### src/sv/dsu_pkg.sv
// Package for the disjoint-set engine: shared constants, controller states,
// and the command and status bundles between controller and datapath.
// Has no dependencies.
package dsu_pkg;

    localparam int unsigned MAX_NODES_DEF = 1024;
    localparam int unsigned CNT_W         = 11;
    localparam int unsigned COUNT_LIMIT   = 2047;
    localparam int unsigned RESET_COUNT   = 1024;

    localparam logic OP_CHECK = 1'b0;
    localparam logic OP_JOIN  = 1'b1;

    typedef enum logic [3:0] {
        S_CLEAR,
        S_IDLE,
        S_F1_RD,
        S_F1_EV,
        S_F2_RD,
        S_F2_WR,
        S_J1,
        S_J2,
        S_DONE
    } state_t;

    typedef struct packed {
        logic load_cfg;
        logic clr_write;
        logic accept;
        logic start_b;
        logic f1_read;
        logic f1_step;
        logic f1_root;
        logic f2_read;
        logic f2_write;
        logic join_win;
        logic join_lose;
        logic out_load;
        logic sel_b;
    } cmd_t;

    typedef struct packed {
        logic in_err;
        logic clr_last;
        logic is_root;
        logic f2_done;
        logic need_join;
    } status_t;

endpackage

### src/sv/dsu_ctrl.sv
// Controller state machine of the disjoint-set engine.
// Sequences clearing, root searches, path compression, joins and output.
// Depends on dsu_pkg.
module dsu_ctrl
(
    input  logic             clk,
    input  logic             rst_n,
    input  logic             in_valid,
    output logic             in_ready,
    output logic             out_valid,
    input  logic             out_ready,
    input  logic             cfg_valid,
    output logic             cfg_ready,
    input  dsu_pkg::status_t status,
    output dsu_pkg::cmd_t    cmd
);

    dsu_pkg::state_t state_reg;
    dsu_pkg::state_t state_next;
    logic            phase_b_reg;
    logic            phase_b_next;
    logic            out_valid_reg;
    logic            out_valid_next;

    always_ff @(posedge clk or negedge rst_n)
    begin
        if (!rst_n)
        begin
            state_reg     <= dsu_pkg::S_CLEAR;
            phase_b_reg   <= 1'b0;
            out_valid_reg <= 1'b0;
        end
        else
        begin
            state_reg     <= state_next;
            phase_b_reg   <= phase_b_next;
            out_valid_reg <= out_valid_next;
        end
    end

    assign in_ready  = (state_reg == dsu_pkg::S_IDLE) && !cfg_valid;
    assign cfg_ready = 1'b1;
    assign out_valid = out_valid_reg;

    always_comb
    begin
        cmd            = '0;
        cmd.sel_b      = phase_b_reg;
        state_next     = state_reg;
        phase_b_next   = phase_b_reg;
        out_valid_next = out_valid_reg && !out_ready;

        if (cfg_valid)
        begin
            cmd.load_cfg = 1'b1;
            state_next   = dsu_pkg::S_CLEAR;
        end
        else
        begin
            unique case (state_reg)
                dsu_pkg::S_CLEAR:
                begin
                    cmd.clr_write = 1'b1;
                    if (status.clr_last)
                    begin
                        state_next = dsu_pkg::S_IDLE;
                    end
                end
                dsu_pkg::S_IDLE:
                begin
                    if (in_valid)
                    begin
                        cmd.accept   = 1'b1;
                        phase_b_next = 1'b0;
                        state_next   = status.in_err ? dsu_pkg::S_DONE : dsu_pkg::S_F1_RD;
                    end
                end
                dsu_pkg::S_F1_RD:
                begin
                    cmd.f1_read = 1'b1;
                    state_next  = dsu_pkg::S_F1_EV;
                end
                dsu_pkg::S_F1_EV:
                begin
                    if (status.is_root)
                    begin
                        cmd.f1_root = 1'b1;
                        state_next  = dsu_pkg::S_F2_RD;
                    end
                    else
                    begin
                        cmd.f1_step = 1'b1;
                        state_next  = dsu_pkg::S_F1_RD;
                    end
                end
                dsu_pkg::S_F2_RD:
                begin
                    if (!status.f2_done)
                    begin
                        cmd.f2_read = 1'b1;
                        state_next  = dsu_pkg::S_F2_WR;
                    end
                    else if (!phase_b_reg)
                    begin
                        cmd.start_b  = 1'b1;
                        phase_b_next = 1'b1;
                        state_next   = dsu_pkg::S_F1_RD;
                    end
                    else if (status.need_join)
                    begin
                        state_next = dsu_pkg::S_J1;
                    end
                    else
                    begin
                        state_next = dsu_pkg::S_DONE;
                    end
                end
                dsu_pkg::S_F2_WR:
                begin
                    cmd.f2_write = 1'b1;
                    state_next   = dsu_pkg::S_F2_RD;
                end
                dsu_pkg::S_J1:
                begin
                    cmd.join_win = 1'b1;
                    state_next   = dsu_pkg::S_J2;
                end
                dsu_pkg::S_J2:
                begin
                    cmd.join_lose = 1'b1;
                    state_next    = dsu_pkg::S_DONE;
                end
                dsu_pkg::S_DONE:
                begin
                    if (!out_valid_reg || out_ready)
                    begin
                        cmd.out_load   = 1'b1;
                        out_valid_next = 1'b1;
                        state_next     = dsu_pkg::S_IDLE;
                    end
                end
                default:
                begin
                    state_next = dsu_pkg::S_CLEAR;
                end
            endcase
        end
    end

endmodule

### config.mk
export PLATFORM = sky130hd
export DESIGN_NAME = dsu_ctrl
export DESIGN_NICKNAME = d
export VERILOG_FILES = /design/src/sv/dsu_pkg.sv /design/src/sv/dsu_ctrl.sv
export SDC_FILE = /design/constraint.sdc
export NUM_CORES = 1
export LEC_CHECK = 0
export BUFFER_PORTS_ARGS = -buffer_cell sky130_fd_sc_hd__buf_2
export CORE_AREA = 4 4 41 43
export DETAILED_ROUTE_END_ITERATION = 7
export DIE_AREA = 0 0 45 47
export PLACE_DENSITY = 0.78
export SYNTH_ARGS = -nofsm -noshare
export SYNTH_HDL_FRONTEND = slang
export SYNTH_SLANG_ARGS = --single-unit
### constraint.sdc
create_clock -name clk -period 1.73 [get_ports clk]
set_clock_uncertainty 0.05 [all_clocks]
set_input_delay 0.173 -clock clk [delete_from_list [all_inputs] [get_ports clk]]
set_output_delay 0.173 -clock clk [all_outputs]
set_load 0.005 [all_outputs]
==> run metrics, run 1 <==
CTS root buf clkbuf_4; Initial Utilization 39.7%; max-slew violation count 0; Synth Area in XOR/XNOR 0%; count of cell types in the netlist 29; number of diodes 0; maximum vdd drop 609 uV; share of layout cells above drive strength 1 43.0%; ANT nets after route 0; number of global-route vias before repair 502; routed wire length per instance 12.0 um; CTS tree built; most common cell after layout, fill and taps aside buf_2; cell area after placement 618 um^2; Largest stage delay, worst path 0.47 ns; design area 679 um^2; internal power 0.000440 W; DR vias/cell 5.26; gr usage total 13.0%; Die ar. 2120 um^2; input/output buffers 24; Synth Warn # 0; Adder-Cell Fraction of Synth Area 0%; Num CTS Buffers 3; PnR worst setup slack 0.0577 ns; Setup crit end kind output pin; Worst EP required 1.51 ns; final hold vios 0; status finished, final reports clean; Simple-Gate Fraction of Synth Area 36.8%; antenna violations before repair 0; pin count of the biggest net entering global routing 11; crit path max fanout 9; total number of vias 568; syn_nets 79; Fillers 132; global route overflow 0; worst setup path class reg2out; post-CTS setup buffers 0; I/O pin count 26; min cycle time layout 1.67 ns; f_max 598 MHz; DP Worst Slack 0.215 ns; clock tree buffer depth 2; top cell family by delay on the critical path simple AND/OR/NAND/NOR gates; Reg clk slew, reported paths 0.04 ns; Skew-Pair Late Insertion Delay 0.25 ns; final wirelength 1300 um; number of flip-flops in the largest register 4; most frequent cells in the layout buf_2 (24), nor2_1 (9), nand2_1 (8), inv_1 (6); P_leak 0.337 nW; WP data arrival 1.45 ns; Final Cycle Share 96.7%; RSZ-0062 raised after global routing yes; main combinational cell family by area after synthesis simple AND/OR/NAND/NOR gates; crit start category register; global placement routability congestion 0.887; nets 105; dpl hpwl 1030 um; Comb pwr share 50.1%; Post-Synthesis Mean Instance Area 7.49 um^2; #FFs+latches synth 6; Die X 45 um; Synth Instances 69; Crit path buffers/inverters 1; Slowest cell on crit path dfrtp_2; HP Class in2reg; first-pass detailed-route iteration total 4; clock power share 17.0%; CTS sink count 6; Switching Fraction 41.5%; Core Region 1300 um^2; Pwr per Cell Area 1110 nW/um^2; Area Overhead vs Synth 31.5%; Max-cap violations 0; die height 47 um; Net Switching 0.000312 W; sequential power share 32.8%; # setup viols final 0; DR iter-0 viols 12; sequential fraction of the synthesis area 29.1%; post-synthesis mux area share 0%; DRC errors left 0; worst path cell trace or3_4, nor3_1, buf_2; Synth Area in Compound Gates 18.9%; first-pass GRT wire length 2090 um; Cell Area, Synth 517 um^2; Max H-tree Level 1; num rows 13
[synth_stat cells, drive strengths merged]
| master | instances | area, um^2 |
|---|---|---|
| buf | 6 | 52.6 |
| or3b | 1 | 11.3 |
| nor3 | 5 | 25.0 |
| o31ai | 1 | 7.51 |
| nand2 | 9 | 33.8 |
| a21o | 1 | 7.51 |
| nand2b | 1 | 6.26 |
| o22a | 2 | 17.5 |
| a21oi | 1 | 5.00 |
| nor2b | 1 | 6.26 |
| nand3 | 1 | 5.00 |
| o22ai | 1 | 6.26 |
| o21a | 1 | 7.51 |
| or3 | 2 | 13.8 |
| inv | 6 | 22.5 |
| o21ai | 1 | 5.00 |
| nor3b | 1 | 7.51 |
| a31oi | 4 | 25.0 |
| dfrtp | 6 | 150 |
| nor2 | 9 | 33.8 |
| conb | 1 | 3.75 |
| or2 | 1 | 8.76 |
| o211ai | 1 | 7.51 |
| nor4 | 4 | 31.3 |
| a2bb2oi | 1 | 8.76 |
| or2b | 1 | 7.51 |
[worst register-to-register path: stages (launching register included)]
cell and delay, ns:
dfrtp_2 0.46, or3b_4 0.45, a21o_1 0.17, a31oi_1 0.19, nor2_1 0.06
[layer usage]
metal	up-vias	routed length [um]	track usage, %
li1	287	-	-
met1	255	621	18.5
met2	23	568	19.5
met3	3	96	3.07
met4	0	11	3.51
met5	-	0	0
[final timing paths]
| kind | from | endpoint | slack, ns | cells after the start |
|---|---|---|---|---|
| worst max-delay path | state_reg[0] | cmd[5] | 0.06 | 3 |
| worst min-delay path | status[3] | state_reg[0] | 0.13 | 3 |
| worst max register to register | state_reg[1] | state_reg[2] | 0.24 | 4 |
| worst min register to register | state_reg[3] | out_valid | 0.56 | 2 |
| max in group asynchronous | rst_n | state_reg[1] | 1.25 | 2 |
| min in group asynchronous | rst_n | state_reg[2] | 0.22 | 2 |
[per-stage QoR]
step / hold WS (ns) / utilization, % / setup TNS [ns] / instances / total power [W]
floorplan: -0.173 / - / 0 / 69 / 0.000508
global placement: -0.0507 / 47.5 / 0 / 104 / 0.000572
detailed placement: -0.0486 / 47.5 / 0 / 104 / 0.000581
CTS: 0.123 / 50.5 / 0 / 108 / 0.000723
global route: 0.143 / 52.2 / -0.00314 / 108 / 0.000806
finish: 0.128 / 52.2 / 0 / 108 / 0.000752
[power groups by stage]
stage                     Sequential, W  Combinational, W  Clock [W]
final                          0.000247          0.000377   0.000128
after detailed placement       0.000236          0.000344          0
after global routing           0.000256          0.000412   0.000138
after floorplan                0.000189          0.000319          0
after global placement         0.000235          0.000337          0
after CTS                      0.000237          0.000353   0.000132
[final cells by class]
class                   instances  area, um^2  share of cell area [%]
flip-flops and latches          6         154                    22.7
repair buffers                 27         145                    21.4
multi-input cells              51         317                    46.6
inverters                       6        22.5                    3.31
well taps                      15        18.8                    2.76
clock buffers                   3        22.5                    3.31
[what timing repair did]
action                                  CTS  global route
endpoints found under the hold margin     6             0
pin swaps                                 0             0
endpoints found under the setup margin    3             3
hold buffers                              1             0
gates resized for setup                   2             6
[kinds of logic after synthesis]
kind of cell | Yosys count
AO/OA/AOI/OAI | 14
buffers and inverters | 12
flip-flops | 6
other | 1
AND/OR/NAND/NOR | 36
Note: power is estimated with default switching activity, not from simulation.
==> run 2, diff against run 1 <==
Settings changed: BUFFER_PORTS_ARGS -buffer_cell sky130_fd_sc_hd__buf_2 to -buffer_cell sky130_fd_sc_hd__clkbuf_2, CELL_PAD_IN_SITES_DETAIL_PLACEMENT from default to 1, CELL_PAD_IN_SITES_GLOBAL_PLACEMENT from default to 1, CORE_AREA 4 4 41 43 to default, CORE_MARGIN from default to 4, CORE_UTILIZATION from default to 29, DIE_AREA 0 0 45 47 to default, PLACE_DENSITY 0.78 to 0.83.
==> run 2 against run 1 <==
Combinational power up 20%; via count grew 5.6%; cell count grew 12%; sequential power down 7%; critical path depth unchanged; critical path type unchanged; largest cell class unchanged.
==> run metrics, run 2 (synthesis gave the netlist of run 1 again) <==
number of diodes 0 (unchanged); I/O pin count 26 (unchanged); most common cell after layout, fill and taps aside clkbuf_2; share of layout cells above drive strength 1 45.4% (+2.4 points); clock tree buffer depth 2 (unchanged); FF-to-FF setup slack 0.27 ns (+0.03 ns); Max H-tree Level 1 (unchanged); routed wire length per instance 13.5 um (+12%); antenna violations before repair 0 (unchanged); input/output buffers 24 (unchanged); total number of vias 600 (+5.6%); placed insts 114 (+9.6%); reg2reg end state_reg[2]; maximum vdd drop 365 uV (-40%); Reg clk slew, reported paths 0.04 ns (about the same); met3 wire len 67 um (-30%); dpl hpwl 1280 um (+24%); worst r2r src state_reg[0]; HP Class in2reg; Worst EP required 1.51 ns (about the same); Pwr per Cell Area 1120 nW/um^2 (+0.91%); CTS root buf clkbuf_4; Num CTS Buffers 3 (unchanged); most frequent cells in the layout clkbuf_2 (24), nand2_1 (9), nor2_1 (9), inv_1 (6), buf_4 (6); Worst Hold End state_reg[0]; reg2reg path depth 4 (unchanged); worst path cell trace or3b_4, nor4_1, clkbuf_2; Die X 50.2 um (+12%); P_leak 0.349 nW (+3.7%); pin count of the biggest net entering global routing 11 (unchanged); min-delay src status[3]; Seq. cell area 153 um^2 (-0.81%); CTS sink count 6 (unchanged); Fillers 203 (+54%); area of the multi-input gates 318 um^2 (+0.40%); DRC errors left 0 (unchanged); Die ar. 2520 um^2 (+19%); first-pass detailed-route iteration total 4 (unchanged); met1 WL 767 um (+24%); CTS tree built; final wirelength 1640 um (+26%); min cycle time layout 1.67 ns (-0.000122 ns); die height 50.2 um (+6.8%); Core Region 1590 um^2 (+22%); WHS Path Cells 3 (unchanged); f_max 598 MHz (about the same); Slowest cell on crit path dfrtp_2; DR top layer met3; DR iter-0 viols 11 (-1); overall power 0.000805 W (+7.0%); ANT nets after route 0 (unchanged); Min Hold Slack 0.131 ns (+0.00289 ns); gr usage total 12.8% (-0.16 points); # setup viols final 0 (unchanged); RSZ-0062 raised after global routing no; Largest stage delay, worst path 0.46 ns (about the same); Non-Filler Instances 121 (+12%); Initial Utilization 32.4% (-7.3 points); DR vias/cell 4.96 (-5.7%); crit path max fanout 7 (-2); Area Overhead vs Synth 39.5%; WP data arrival 1.45 ns (about the same); Setup crit end kind output pin; global route overflow 0 (unchanged); status finished, final reports clean; Skew-Pair Late Insertion Delay 0.24 ns (about the same); num rows 14 (+1); Max-cap violations 0 (unchanged); worst setup path class reg2out; met2 wire length 802 um (+41%); global placement routability congestion 0.794 (-10%); first-pass GRT wire length 2620 um (+25%); max-slew violation count 0 (unchanged); crit start category register; Final Cycle Share 96.7% (about the same); number of global-route vias before repair 590 (+18%); nets 109 (+3.8%); final hold vios 0 (unchanged); number of flip-flops in the largest register 4 (unchanged)
## run 2: layer usage
layer	vias up	track usage, %
li1	299	-
met1	284	16.6
met2	17	21.7
met3	0	1.78
met4	0	4.15
met5	-	0
## run 2: area by class of cell
type / count / area share (%)
Clock buffer: 3 / 3.13
Tap cell: 24 / 4.17
Sequential cell: 6 / 21.2
Inverter: 6 / 3.13
Timing Repair Buffer: 31 / 24.3
Multi-Input combinational cell: 51 / 44.1
## run 2: per-stage QoR
| step | instance area [um^2] | util [%] | TNS [ns] | setup WS, ns |
|---|---|---|---|---|
| after floorplan | 517 | - | 0 | 0.320 |
| after global placement | 637 | 40.0 | 0 | 0.234 |
| after detailed placement | 637 | 40.0 | 0 | 0.204 |
| after CTS | 681 | 42.7 | -0.0122 | -0.00799 |
| after global routing | 721 | 45.2 | 0 | 0.00245 |
| final | 721 | 45.2 | 0 | 0.0579 |
## run 2: where the power goes
part / total (W) / switching [W] / internal, W
Combinational: 0.000454 / 0.000229 / 0.000225
Sequential: 0.000229 / 0.0000531 / 0.000176
Clock: 0.000122 / 0.0000441 / 0.0000780
Total: 0.000805 / 0.000326 / 0.000479
## run 2: what timing repair did
action                                  in CTS  in global routing
hold buffers                                 1                  0
endpoints found under the setup margin       3                  6
resized for setup                            3                  4
hold endpoints to repair                     6                  0
buffers inserted                             0                  3
## run 2: worst max path at each step
stage	from	cells past startpoint	slack, ns	endpoint
finish	state_reg[0]	3	0.06	cmd[9]
detailed placement	state_reg[1]	5	0.20	cmd[1]
CTS	state_reg[0]	3	-0.008	cmd[9]
floorplan	state_reg[1]	4	0.32	state_reg[3]
global route	state_reg[1]	5	0.002	cmd[1]
global placement	state_reg[1]	5	0.23	cmd[1]
## run 2: worst max-delay path, delay by kind of cell (launching register included)
| family | cells | cell delay (ns) |
|---|---|---|
| simple gates | 2 | 0.60 |
| flops | 1 | 0.46 |
| buf+inv | 1 | 0.16 |
